## src/rtl/bee_pkg.sv

```systemverilog
package bee_pkg;

    localparam int unsigned RUN_MAX   = 6;
    localparam int unsigned RUN_CNT_W = 3;
    localparam int unsigned CFG_IDX_W = 3;
    localparam int unsigned CFG_DAT_W = 64;
    localparam int unsigned SET_W     = 256;

    // configuration register indexes
    typedef enum logic [CFG_IDX_W-1:0] {
        REG_SET_LOW    = 3'd0,
        REG_SET_SECOND = 3'd1,
        REG_SET_THIRD  = 3'd2,
        REG_SET_HIGH   = 3'd3,
        REG_NP_ONLY    = 3'd4,
        REG_C_STYLE    = 3'd5,
        REG_UNICODE    = 3'd6
    } cfg_idx_t;

    // ascii codes used by the escapes
    localparam logic [7:0] CH_BACKSLASH = 8'h5c;
    localparam logic [7:0] CH_U         = 8'h75;
    localparam logic [7:0] CH_ZERO      = 8'h30;
    localparam logic [7:0] CH_LOWER_A   = 8'h61;
    localparam logic [7:0] CH_N         = 8'h6e;
    localparam logic [7:0] CH_R         = 8'h72;
    localparam logic [7:0] CH_B         = 8'h62;
    localparam logic [7:0] CH_F         = 8'h66;
    localparam logic [7:0] CH_T         = 8'h74;
    localparam logic [7:0] CH_SPACE     = 8'h20;
    localparam logic [7:0] CH_TILDE     = 8'h7e;

    localparam logic [7:0] CTL_BEL = 8'h07;
    localparam logic [7:0] CTL_BS  = 8'h08;
    localparam logic [7:0] CTL_TAB = 8'h09;
    localparam logic [7:0] CTL_LF  = 8'h0a;
    localparam logic [7:0] CTL_FF  = 8'h0c;
    localparam logic [7:0] CTL_CR  = 8'h0d;

    typedef struct packed {
        logic [SET_W-1:0] esc_set;
        logic             np_only;
        logic             c_style;
        logic             unicode;
    } esc_cfg_t;

    // byte 0 goes out first
    typedef struct packed {
        logic [RUN_MAX-1:0][7:0] bytes;
        logic [RUN_CNT_W-1:0]    len;
    } run_t;

endpackage

```

## src/rtl/bee_ifs.sv

```systemverilog
interface bee_text_if;
    logic       valid;
    logic       ready;
    logic [7:0] in_byte;
    logic       string_end;

    modport source (output valid, output in_byte, output string_end, input ready);
    modport sink (input valid, input in_byte, input string_end, output ready);
endinterface

interface bee_esc_if;
    logic       valid;
    logic       ready;
    logic [7:0] out_byte;
    logic       run_last;
    logic       text_last;

    modport source (output valid, output out_byte, output run_last, output text_last,
                    input ready);
    modport sink (input valid, input out_byte, input run_last, input text_last,
                  output ready);
endinterface

interface bee_cfg_if;
    logic        valid;
    logic        ready;
    logic [2:0]  index;
    logic [63:0] data;

    modport source (output valid, output index, output data, input ready);
    modport sink (input valid, input index, input data, output ready);
endinterface

```

## src/rtl/bee_run_build.sv

```systemverilog
module bee_run_build
    import bee_pkg::*;
(
    input  logic [7:0] in_byte,
    input  esc_cfg_t   cfg,
    output run_t       run
);

    logic       printable;
    logic       member;
    logic       escape;
    logic [7:0] ctl_letter;
    logic       has_ctl;

    function automatic logic [7:0] hex_digit(input logic [3:0] v);
        if (v < 4'd10)
            return CH_ZERO + {4'd0, v};
        else
            return CH_LOWER_A + {4'd0, v} - 8'd10;
    endfunction

    always_comb
    begin
        printable = (in_byte >= CH_SPACE) && (in_byte <= CH_TILDE);
        member    = cfg.esc_set[in_byte];
        escape    = member && !(cfg.np_only && printable);

        has_ctl    = 1'b1;
        ctl_letter = 8'h00;
        unique case (in_byte)
            CTL_LF:  ctl_letter = CH_N;
            CTL_CR:  ctl_letter = CH_R;
            CTL_BS:  ctl_letter = CH_B;
            CTL_FF:  ctl_letter = CH_F;
            CTL_TAB: ctl_letter = CH_T;
            CTL_BEL: ctl_letter = CH_LOWER_A;
            default: has_ctl = 1'b0;
        endcase

        run.bytes = '0;
        if (escape && cfg.c_style && printable)
        begin
            run.bytes[0] = CH_BACKSLASH;
            run.bytes[1] = in_byte;
            run.len      = RUN_CNT_W'(2);
        end
        else if (escape && cfg.c_style && has_ctl)
        begin
            run.bytes[0] = CH_BACKSLASH;
            run.bytes[1] = ctl_letter;
            run.len      = RUN_CNT_W'(2);
        end
        else if (escape && cfg.unicode && !printable)
        begin
            run.bytes[0] = CH_BACKSLASH;
            run.bytes[1] = CH_U;
            run.bytes[2] = CH_ZERO;
            run.bytes[3] = CH_ZERO;
            run.bytes[4] = hex_digit(in_byte[7:4]);
            run.bytes[5] = hex_digit(in_byte[3:0]);
            run.len      = RUN_CNT_W'(6);
        end
        else
        begin
            run.bytes[0] = in_byte;
            run.len      = RUN_CNT_W'(1);
        end
    end

endmodule

```

## src/rtl/byte_escape_encoder.sv

```systemverilog
// byte escape encoder: each text byte becomes a run of one, two or six output
// bytes (pass-through, backslash form, or \u00xx with lowercase hex). the run
// is built in the cycle the byte is taken and loaded into a six-byte output
// register that drains one byte per transaction on the escaped channel, so an
// unescaped stream flows at one byte per cycle while the escaped side is ready,
// and an escape holds the input until its run has drained. the next text byte is
// taken in the same cycle the last byte of the current run is handed off.
// configuration writes are always taken (cfg.ready is high) and should only
// be issued while the block is idle.
module byte_escape_encoder
    import bee_pkg::*;
(
    input  logic        clk,
    input  logic        rst_n,
    bee_cfg_if.sink     cfg,
    bee_text_if.sink    text,
    bee_esc_if.source   escaped
);

    // configuration registers
    logic [CFG_DAT_W-1:0] set_low_reg;
    logic [CFG_DAT_W-1:0] set_second_reg;
    logic [CFG_DAT_W-1:0] set_third_reg;
    logic [CFG_DAT_W-1:0] set_high_reg;
    logic                 np_only_reg;
    logic                 c_style_reg;
    logic                 unicode_reg;

    esc_cfg_t esc_cfg;
    run_t     new_run;

    // output run register: bytes shift down as they leave
    logic [RUN_MAX-1:0][7:0] run_reg;
    logic [RUN_MAX-1:0][7:0] run_next;
    logic [RUN_CNT_W-1:0]    count_reg;
    logic [RUN_CNT_W-1:0]    count_next;
    logic                    end_reg;
    logic                    end_next;

    logic out_take;
    logic in_take;

    assign cfg.ready = 1'b1;

    always_ff @(posedge clk or negedge rst_n)
    begin
        if (!rst_n)
        begin
            set_low_reg    <= '1;
            set_second_reg <= '1;
            set_third_reg  <= '1;
            set_high_reg   <= '1;
            np_only_reg    <= 1'b0;
            c_style_reg    <= 1'b1;
            unicode_reg    <= 1'b0;
        end
        else if (cfg.valid)
        begin
            // indexes past the list are dropped
            unique case (cfg.index)
                REG_SET_LOW:    set_low_reg    <= cfg.data;
                REG_SET_SECOND: set_second_reg <= cfg.data;
                REG_SET_THIRD:  set_third_reg  <= cfg.data;
                REG_SET_HIGH:   set_high_reg   <= cfg.data;
                REG_NP_ONLY:    np_only_reg    <= cfg.data[0];
                REG_C_STYLE:    c_style_reg    <= cfg.data[0];
                REG_UNICODE:    unicode_reg    <= cfg.data[0];
                default:        ;
            endcase
        end
    end

    // bit n of the set is byte value n
    assign esc_cfg.esc_set = {set_high_reg, set_third_reg, set_second_reg, set_low_reg};
    assign esc_cfg.np_only = np_only_reg;
    assign esc_cfg.c_style = c_style_reg;
    assign esc_cfg.unicode = unicode_reg;

    bee_run_build u_build (
        .in_byte (text.in_byte),
        .cfg     (esc_cfg),
        .run     (new_run)
    );

    // handshake: take a new byte when the run register is empty or its
    // last byte leaves in this cycle
    assign out_take   = escaped.valid && escaped.ready;
    assign text.ready = (count_reg == '0) || ((count_reg == RUN_CNT_W'(1)) && escaped.ready);
    assign in_take    = text.valid && text.ready;

    always_comb
    begin
        run_next   = run_reg;
        count_next = count_reg;
        end_next   = end_reg;
        if (in_take)
        begin
            run_next   = new_run.bytes;
            count_next = new_run.len;
            end_next   = text.string_end;
        end
        else if (out_take)
        begin
            run_next   = run_reg >> 8;
            count_next = count_reg - RUN_CNT_W'(1);
        end
    end

    always_ff @(posedge clk or negedge rst_n)
    begin
        if (!rst_n)
            count_reg <= '0;
        else
            count_reg <= count_next;
    end

    // payload, no reset needed
    always_ff @(posedge clk)
    begin
        run_reg <= run_next;
        end_reg <= end_next;
    end

    assign escaped.valid     = (count_reg != '0);
    assign escaped.out_byte  = run_reg[0];
    assign escaped.run_last  = (count_reg == RUN_CNT_W'(1));
    assign escaped.text_last = (count_reg == RUN_CNT_W'(1)) && end_reg;

    // ------------------------------------------------------------------
    // assertions
    // ------------------------------------------------------------------

    // a new byte never overwrites a run that still has bytes left to send
    a_no_overrun: assert property (@(posedge clk) disable iff (!rst_n)
        in_take |-> (count_reg == '0) || ((count_reg == RUN_CNT_W'(1)) && out_take))
        else $error("text byte taken over an unfinished run");

    // every taken byte produces output in the following cycle
    a_run_follows: assert property (@(posedge clk) disable iff (!rst_n)
        in_take |=> escaped.valid)
        else $error("no output after a text byte was taken");

    // run length never exceeds the longest escape
    a_count_range: assert property (@(posedge clk) disable iff (!rst_n)
        count_reg <= RUN_CNT_W'(RUN_MAX))
        else $error("run count out of range");

    // a stalled run keeps its remaining length
    a_stall_hold: assert property (@(posedge clk) disable iff (!rst_n)
        (escaped.valid && !escaped.ready) |=> (count_reg == $past(count_reg)))
        else $error("run length changed while output stalled");

endmodule

```

## src/flat_wrapper.sv

```systemverilog
// flat-port wrapper written by rule: the top's interface ports become plain ports
module byte_escape_encoder_flat import bee_pkg::*;
  (clk, rst_n, cfg_valid, cfg_index, cfg_data, cfg_ready, text_valid, text_in_byte, text_string_end, text_ready, escaped_valid, escaped_out_byte, escaped_run_last, escaped_text_last, escaped_ready);
  bee_cfg_if cfg_i ();
  bee_text_if text_i ();
  bee_esc_if escaped_i ();
  input  logic clk;
  input  logic rst_n;
  input wire logic [$bits(cfg_i.valid)-1:0] cfg_valid;
  input wire logic [$bits(cfg_i.index)-1:0] cfg_index;
  input wire logic [$bits(cfg_i.data)-1:0] cfg_data;
  output wire logic [$bits(cfg_i.ready)-1:0] cfg_ready;
  input wire logic [$bits(text_i.valid)-1:0] text_valid;
  input wire logic [$bits(text_i.in_byte)-1:0] text_in_byte;
  input wire logic [$bits(text_i.string_end)-1:0] text_string_end;
  output wire logic [$bits(text_i.ready)-1:0] text_ready;
  output wire logic [$bits(escaped_i.valid)-1:0] escaped_valid;
  output wire logic [$bits(escaped_i.out_byte)-1:0] escaped_out_byte;
  output wire logic [$bits(escaped_i.run_last)-1:0] escaped_run_last;
  output wire logic [$bits(escaped_i.text_last)-1:0] escaped_text_last;
  input wire logic [$bits(escaped_i.ready)-1:0] escaped_ready;
  assign cfg_i.valid = cfg_valid;
  assign cfg_i.index = cfg_index;
  assign cfg_i.data = cfg_data;
  assign cfg_ready = cfg_i.ready;
  assign text_i.valid = text_valid;
  assign text_i.in_byte = text_in_byte;
  assign text_i.string_end = text_string_end;
  assign text_ready = text_i.ready;
  assign escaped_valid = escaped_i.valid;
  assign escaped_out_byte = escaped_i.out_byte;
  assign escaped_run_last = escaped_i.run_last;
  assign escaped_text_last = escaped_i.text_last;
  assign escaped_i.ready = escaped_ready;
  byte_escape_encoder u_core (.clk(clk), .rst_n(rst_n), .cfg(cfg_i), .text(text_i), .escaped(escaped_i));
endmodule
```

## config.mk

```make
export PLATFORM = sky130hd
export DESIGN_NAME = byte_escape_encoder_flat
export DESIGN_NICKNAME = d
export VERILOG_FILES = /design/src/rtl/bee_pkg.sv /design/src/rtl/bee_ifs.sv /design/src/rtl/bee_run_build.sv /design/src/rtl/byte_escape_encoder.sv /design/src/flat_wrapper.sv
export SDC_FILE = /design/constraint.sdc
export NUM_CORES = 1
export LEC_CHECK = 0
export BUFFER_PORTS_ARGS = -buffer_cell sky130_fd_sc_hd__buf_2
export CORE_MARGIN = 1
export CORE_UTILIZATION = 36
export CTS_BUF_LIST = sky130_fd_sc_hd__clkbuf_4
export CTS_CLUSTER_SIZE = 14
export DETAILED_ROUTE_END_ITERATION = 12
export RECOVER_POWER = 25
export SLEW_MARGIN = 25
export SYNTH_ARGS = -nofsm -noshare
export SYNTH_HDL_FRONTEND = slang
export SYNTH_SLANG_ARGS = --single-unit
```

## constraint.sdc

```tcl
create_clock -name clk -period 3.44 [get_ports clk]
set_input_delay 0.516 -clock clk [delete_from_list [all_inputs] [get_ports clk]]
set_output_delay 0.516 -clock clk [all_outputs]
set_load 0.005 [all_outputs]
```

==> results of run 1 <==
[cell families (layout without fill, tap and decap cells)]
| family | Yosys count | count (layout) | synth area share, % |
|---|---|---|---|
| AND/OR/NAND/NOR | 128 | 128 | 4.564 |
| buffers and inverters | 88 | 291 | 3.082 |
| flip-flops | 307 | 307 | 56.31 |
| adder cells (fa/ha/maj) | 11 | 11 | 0.9418 |
| XOR/XNOR | 2 | 2 | 0.1199 |
| other | 2 | 4 | 0.05139 |
| AO/OA/AOI/OAI | 97 | 97 | 5.035 |
| multiplexers | 343 | 343 | 29.89 |
[critical path, cell delays in order, from the launching register on]
cell      delay [ns]
dfstp_2         0.37
mux4_2          0.46
a22o_1          0.25
a211oi_1        0.34
a211o_1         0.20
nand4_4         0.15
o21ai_4         0.28
buf_4           0.21
nand2_1         0.05
[layout make-up]
class | count | area (um^2)
inverter | 13 | 48.80
clock buffer | 130 | 975.9
antenna | 2 | 5.005
fill | 3636 | 23000
clock inverter | 11 | 101.3
timing repair buffer | 137 | 950.9
tap | 525 | 656.9
sequential | 307 | 8229
multi-input combinational | 583 | 5943
[layer usage]
metal	global-route usage, %	part of all wire [%]	up-vias
li1	-	-	3985
met1	24.44	47	4691
met2	26.45	47	190
met3	3.675	3.7	48
met4	5.612	1.8	0
met5	0	0	-
[cells in the final DEF, fill, tap and decap left out, types with 17 or more instances in the layout]
master / n
mux2_2: 264
dfstp_2: 256
clkbuf_4: 130
buf_2: 88
nand2_1: 54
mux4_2: 48
edfxtp_1: 45
mux2i_1: 28
buf_4: 25
nor2_1: 17
[power groups by stage]
stage | Combinational, uW | Sequential (uW) | Clock [uW]
2_1_floorplan | 1590 | 5470 | 0
3_3_place_gp | 2070 | 5620 | 0
3_5_place_dp | 2130 | 5630 | 0
4_1_cts | 2140 | 5580 | 3460
5_1_grt | 2300 | 5700 | 3650
6_report | 2110 | 5580 | 3330
[stage by stage]
step / area, um^2 / util (%) / hold WS [ns] / setup slack (ns) / total power (uW)
floorplan: 14610 / - / 0.2204 / 0.4238 / 7053
global placement: 15800 / 39.58 / 0.4940 / 0.2133 / 7692
detailed placement: 15800 / 39.58 / 0.4950 / 0.1909 / 7756
CTS: 16950 / 42.48 / 0.0008383 / 0.8254 / 11180
global route: 16910 / 42.36 / 0.002484 / 0.5198 / 11660
finish: 16910 / 42.37 / 0.05502 / 0.8465 / 11020
[how the worst min path moves through the flow]
stage                                            to  slack, ns  cells after the start
2_1_floorplan       u_core.count_reg[0]$_DFFE_PN0P_       0.22                      0
3_3_place_gp        u_core.count_reg[1]$_DFFE_PN0P_       0.49                      2
3_5_place_dp        u_core.count_reg[1]$_DFFE_PN0P_       0.49                      2
4_1_cts        u_core.set_third_reg[14]$_DFFE_PN1P_     0.0008                      2
5_1_grt         u_core.set_high_reg[53]$_DFFE_PN1P_      0.002                      2
6_report        u_core.set_high_reg[53]$_DFFE_PN1P_       0.06                      2
[repair_timing]
item,in CTS,in global routing
hold endpoints to repair,21,0
hold buffers,8,0
setup endpoints to repair,0,0
==> flow_metrics.py, run 1 <==
metrics = {
    "outcome": {
        "status": "finished, violations left",
        "violations": "max-capacitance violations, max-slew violations",
    },
    "finish": {
        "drive_gt1_share_pct": 71.46,
        "syn_to_final_growth_pct": 15.73,
        "nets": 1220,
        "layoutNonFillerInstCount": 1708,
    },
    "synth": {
        "synthFlopType": "dfstp_2",
        "synth_common_cells": "mux2_2, dfstp_2, nand2_1, mux4_2, clkbuf_1",
        "synth_cell_types": 64,
        "synth_cells": 978,
        "ys_seq_area_share_pct": 56.31,
        "synth.area.top_cells": "dfstp_2, mux2_2, edfxtp_1",
        "yosysMostFrequentCell": "mux2_2",
        "syn_nets": 1070,
        "synth_warnings": 0,
        "synth_edf_count": 45,
        "async_reset_ff_share_pct": 85.34,
        "synth.largest_area_cell": "dfstp_2",
        "syn_area_um2": 14610,
        "ys_seq_elements": 307,
        "synth.top_cell.area_share_pct": 46.21,
        "avgSynthCellArea_um2": 14.94,
    },
    "drt": {
        "drcViolationCount": 0,
        "drt-total-wl_mm": 34.82,
        "ant_nets": 0,
        "vias_per_cell": 5.219,
        "drt-pass1-iter-count": 4,
        "vias": 8914,
        "wl_per_cell_um": 20.39,
        "drtIter0Drc": 475,
    },
    "floorplanning": {
        "num_rows": 73,
        "core-area_um2": 39910,
        "io_pins": 94,
        "die_w_um": 203.5,
        "dieHeight_um": 203.5,
        "dieArea_um2": 41400,
        "start_util_pct": 36.61,
    },
    "pwr": {
        "seqPwrFrac_pct": 50.7,
        "ir_drop_mv": 0.2665,
        "internal_power_uw": 8153,
        "clockPowerShare_pct": 30.2,
        "power_density_nw_per_um2": 651.5,
        "power_frac_comb_pct": 19.1,
        "leakagePower_uw": 0.006660,
        "p_sw_uw": 2865,
        "swShare_pct": 26.00,
    },
    "clocking": {
        "post_cts_buffers": 0,
        "htreeDepth": 3,
        "clkLatencyLatePin_ns": 0.76,
        "cts_inserted_buffers": 86,
        "cts.path.max_buffers": 3,
        "postCtsResizedCells": 0,
        "cts_num_sinks": 307,
        "cts-root-buf": "clkbuf_4",
        "path_clk_slew_ns": 0.06,
        "cts_tree": "yes",
    },
    "sta": {
        "setup_tns_ns": 0,
        "worst_slew_pin_slew_ns": 2.363,
        "fmax_mhz": 385.6,
        "period_share_pct": 75.39,
        "grt_setup_unrepaired": "false",
        "setup_violations": 0,
        "hold_violations": 0,
        "slew_viol_final": 220,
        "finalClockSkew_ns": 0.04288,
        "fin_crit_ns": 2.594,
        "slew-limit-headroom_pct": -57.53,
    },
    "global_route": {
        "grt_max_degree": 92,
        "track_usage_pct": 17.31,
        "grt_pass1_wl_mm": 54.87,
        "grt_pass1_vias": 9141,
        "globalRoute.totalOverflow": 0,
        "antenna_found_initial": 1,
    },
    "setup_path": {
        "startpoint_type": "flop",
        "r2r_start": "u_core.set_low_reg[31]$_DFFE_PN1P_",
        "cp_data_required_time_ns": 3.93,
        "reg2reg_depth": 8,
        "endpoint_kind": "flop",
        "crit_arrival_ns": 3.08,
        "ff2ff_setup_slack_ns": 0.85,
        "r2r-end": "u_core.run_reg[21]$_DFFE_PP_",
        "worstSetupEndpoint": "u_core.run_reg[21]$_DFFE_PP_",
        "cp-startpoint": "u_core.set_low_reg[31]$_DFFE_PN1P_",
        "worst-setup-path-type": "reg -> reg",
        "crit_fanout": 9,
    },
    "run": {
        "drv_cap": 3,
    },
    "hold_path": {
        "worstHoldStart": "cfg_data[53]",
        "min_path_type": "in -> reg",
    },
    "placement": {
        "gp_congestion": 0.8935,
        "dp_hpwl_mm": 23.18,
        "placed_cells": 1557,
        "io_buffers": 92,
    },
}
Power figures use the tool's default switching activity.
==> run 2: changes to the inputs <==
==> constraint.sdc (replaced) <==
create_clock -name clk -period 2.25 [get_ports clk]
set_input_delay 0.3375 -clock clk [delete_from_list [all_inputs] [get_ports clk]]
set_output_delay 0.3375 -clock clk [all_outputs]
set_load 0.005 [all_outputs]
==> run 2 against run 1 <==
The flow finishes with violations (max-capacitance violations, max-slew violations, negative setup slack); via count up 3.6%; design area up 7.6%; combinational power up 66%; critical endpoint is now u_core.run_reg[13]$_DFFE_PP_; largest cell class unchanged; register-to-register slack worse by 1.0 ns; die area unchanged; sequential share of layout area down 3.5 points; critical path depth unchanged; largest power group unchanged; first-iteration DRC count down 24%.
==> flow_metrics.py, run 2 (synthesis results as in run 1) <==
metrics = {
    "sta": {
        "period_share_pct": 107.3,
        "slew_viol_final": 36,
        "setup_violations": 36,
        "slew-limit-headroom_pct": -7.370,
        "worst_slew_pin_slew_ns": 1.611,
        "hold_violations": 0,
        "finalClockSkew_ns": 0.03594,
        "hold_slack_ns": 0.07476,
        "fmax_mhz": 414.2,
        "fin_crit_ns": 2.414,
        "grt_setup_unrepaired": "true",
        "worst_slack_ns": -0.1642,
    },
    "run": {
        "drv_cap": 1,
    },
    "outcome": {
        "violations": "max-capacitance violations, max-slew violations, negative setup slack",
        "status": "finished, violations left",
    },
    "drt": {
        "drcViolationCount": 0,
        "drt-total-wl_mm": 35.67,
        "drt-pass1-iter-count": 4,
        "vias_per_cell": 5.015,
        "ant_nets": 0,
        "vias": 9237,
        "drtIter0Drc": 361,
        "wl_per_cell_um": 19.37,
    },
    "global_route": {
        "grt_pass1_wl_mm": 57.13,
        "grt_pass1_vias": 9870,
        "grt_max_degree": 74,
        "antenna_found_initial": 2,
        "track_usage_pct": 18.05,
        "globalRoute.totalOverflow": 0,
    },
    "clocking": {
        "cts-root-buf": "clkbuf_4",
        "cts.path.max_buffers": 3,
        "cts_tree": "yes",
        "clkLatencyLatePin_ns": 0.74,
        "cts_inserted_buffers": 85,
        "path_clk_slew_ns": 0.06,
        "cts_num_sinks": 307,
        "htreeDepth": 3,
    },
    "finish": {
        "final_common_cell": "mux2_2",
        "n_fill_cell": 3592,
        "fin_util_pct": 45.60,
        "syn_to_final_growth_pct": 24.57,
        "layout_common_cells": "mux2_2, dfstp_2, clkbuf_4",
        "stdcell_area_um2": 18200,
        "nets": 1342,
        "layoutNonFillerInstCount": 1842,
        "drive_gt1_share_pct": 70.36,
    },
    "floorplanning": {
        "dieHeight_um": 203.5,
        "io_pins": 94,
        "start_util_pct": 36.61,
        "num_rows": 73,
        "core-area_um2": 39910,
        "dieArea_um2": 41400,
        "die_w_um": 203.5,
    },
    "placement": {
        "gp_congestion": 0.8379,
        "dp_hpwl_mm": 24.81,
        "io_buffers": 92,
        "place_area_um2": 16370,
        "placed_cells": 1620,
    },
    "hold_path": {
        "min_path_cells": 3,
        "min_path_type": "in -> reg",
        "holdPathEnd": "u_core.unicode_reg$_DFFE_PN0P_",
        "worstHoldStart": "cfg_index[2]",
    },
    "pwr": {
        "seqPwrFrac_pct": 50.3,
        "power_uw": 17040,
        "ir_drop_mv": 0.3744,
        "swShare_pct": 26.48,
        "leakagePower_uw": 0.007302,
        "internal_power_uw": 12530,
        "power_density_nw_per_um2": 936.1,
        "clockPowerShare_pct": 29.2,
        "power_frac_comb_pct": 20.5,
        "p_sw_uw": 4513,
    },
    "setup_path": {
        "path_cells": "mux4_2 -> mux2_4 -> a221oi_4 -> or3_4 -> nand4_4 -> o21ai_4 -> buf_12 -> o21ai_1",
        "r2r_start": "u_core.set_third_reg[31]$_DFFE_PN1P_",
        "cp_slowest_stage_delay_ns": 0.47,
        "critPathSlowestCell": "mux4_2",
        "cp_data_required_time_ns": 2.72,
        "r2r-end": "u_core.run_reg[13]$_DFFE_PP_",
        "ff2ff_setup_slack_ns": -0.16,
        "crit_arrival_ns": 2.88,
        "worst-setup-path-type": "reg -> reg",
        "reg2reg_depth": 8,
        "endpoint_kind": "flop",
        "crit_fanout": 11,
        "startpoint_type": "flop",
    },
}
-- run 2: repair_timing --
| item | in CTS | in global routing |
|---|---|---|
| setup endpoints to repair | 36 | 37 |
| pin swaps | 2 | 1 |
| setup buffers | 0 | 0 |
| hold endpoints to repair | 295 | 0 |
| resized for setup | 11 | 5 |
| hold buffers | 68 | 0 |
-- run 2: worst max path at each step --
stage	start	to	slack, ns	cells past startpoint
6_report	u_core.set_third_reg[31]$_DFFE_PN1P_	u_core.run_reg[13]$_DFFE_PP_	-0.16	8
5_1_grt	u_core.set_third_reg[31]$_DFFE_PN1P_	u_core.run_reg[36]$_DFFE_PP_	-0.27	8
4_1_cts	u_core.set_third_reg[55]$_DFFE_PN1P_	u_core.run_reg[13]$_DFFE_PP_	-0.16	8
3_5_place_dp	text_in_byte[0]	u_core.run_reg[13]$_DFFE_PP_	-0.71	10
3_3_place_gp	text_in_byte[0]	u_core.run_reg[13]$_DFFE_PP_	-0.68	10
2_1_floorplan	text_in_byte[0]	u_core.run_reg[10]$_DFFE_PP_	-0.35	13
-- run 2: power by group through the flow --
stage / Sequential, uW / Combinational (uW) / Clock (uW)
finish: 8570 / 3500 / 4970
global route: 8750 / 3840 / 5500
CTS: 8560 / 3530 / 5190
detailed placement: 8640 / 3390 / 0
global placement: 8610 / 3320 / 0
floorplan: 8360 / 2480 / 0
-- run 2: cell type report --
| type | instances | area [um^2] | share of cell area, % |
|---|---|---|---|
| multi-input cells | 583 | 6081 | 33.41 |
| inverters | 13 | 56.30 | 0.3093 |
| repair buffers | 260 | 2102 | 11.55 |
| clock buffers | 126 | 945.9 | 5.197 |
| well taps | 525 | 656.9 | 3.609 |
| clock inverters | 27 | 128.9 | 0.7080 |
| diodes | 1 | 2.502 | 0.01375 |
| flip-flops and latches | 307 | 8229 | 45.21 |
-- run 2: metrics by stage --
step / TNS [ns] / setup WS (ns)
2_1_floorplan: -5.946 / -0.3467
3_3_place_gp: -21.93 / -0.6820
4_1_cts: -3.945 / -0.1576
6_report: -4.496 / -0.1642
3_5_place_dp: -23.30 / -0.7061
5_1_grt: -21.81 / -0.2704
-- run 2: critical path: cells and delay by family (launching register included) --
| kind | cells | cell delay, ns |
|---|---|---|
| compound gates | 3 | 0.54 |
| buf+inv | 1 | 0.15 |
| flops | 1 | 0.37 |
| simple gates | 2 | 0.34 |
| mux | 2 | 0.77 |
-- run 2: metal layers --
layer | global-route usage, % | share of wire, %
met4 | 6.713 | 2.1
met5 | 0 | 0.022
met3 | 3.915 | 4.4
met1 | 24.22 | 45
met2 | 28.62 | 48
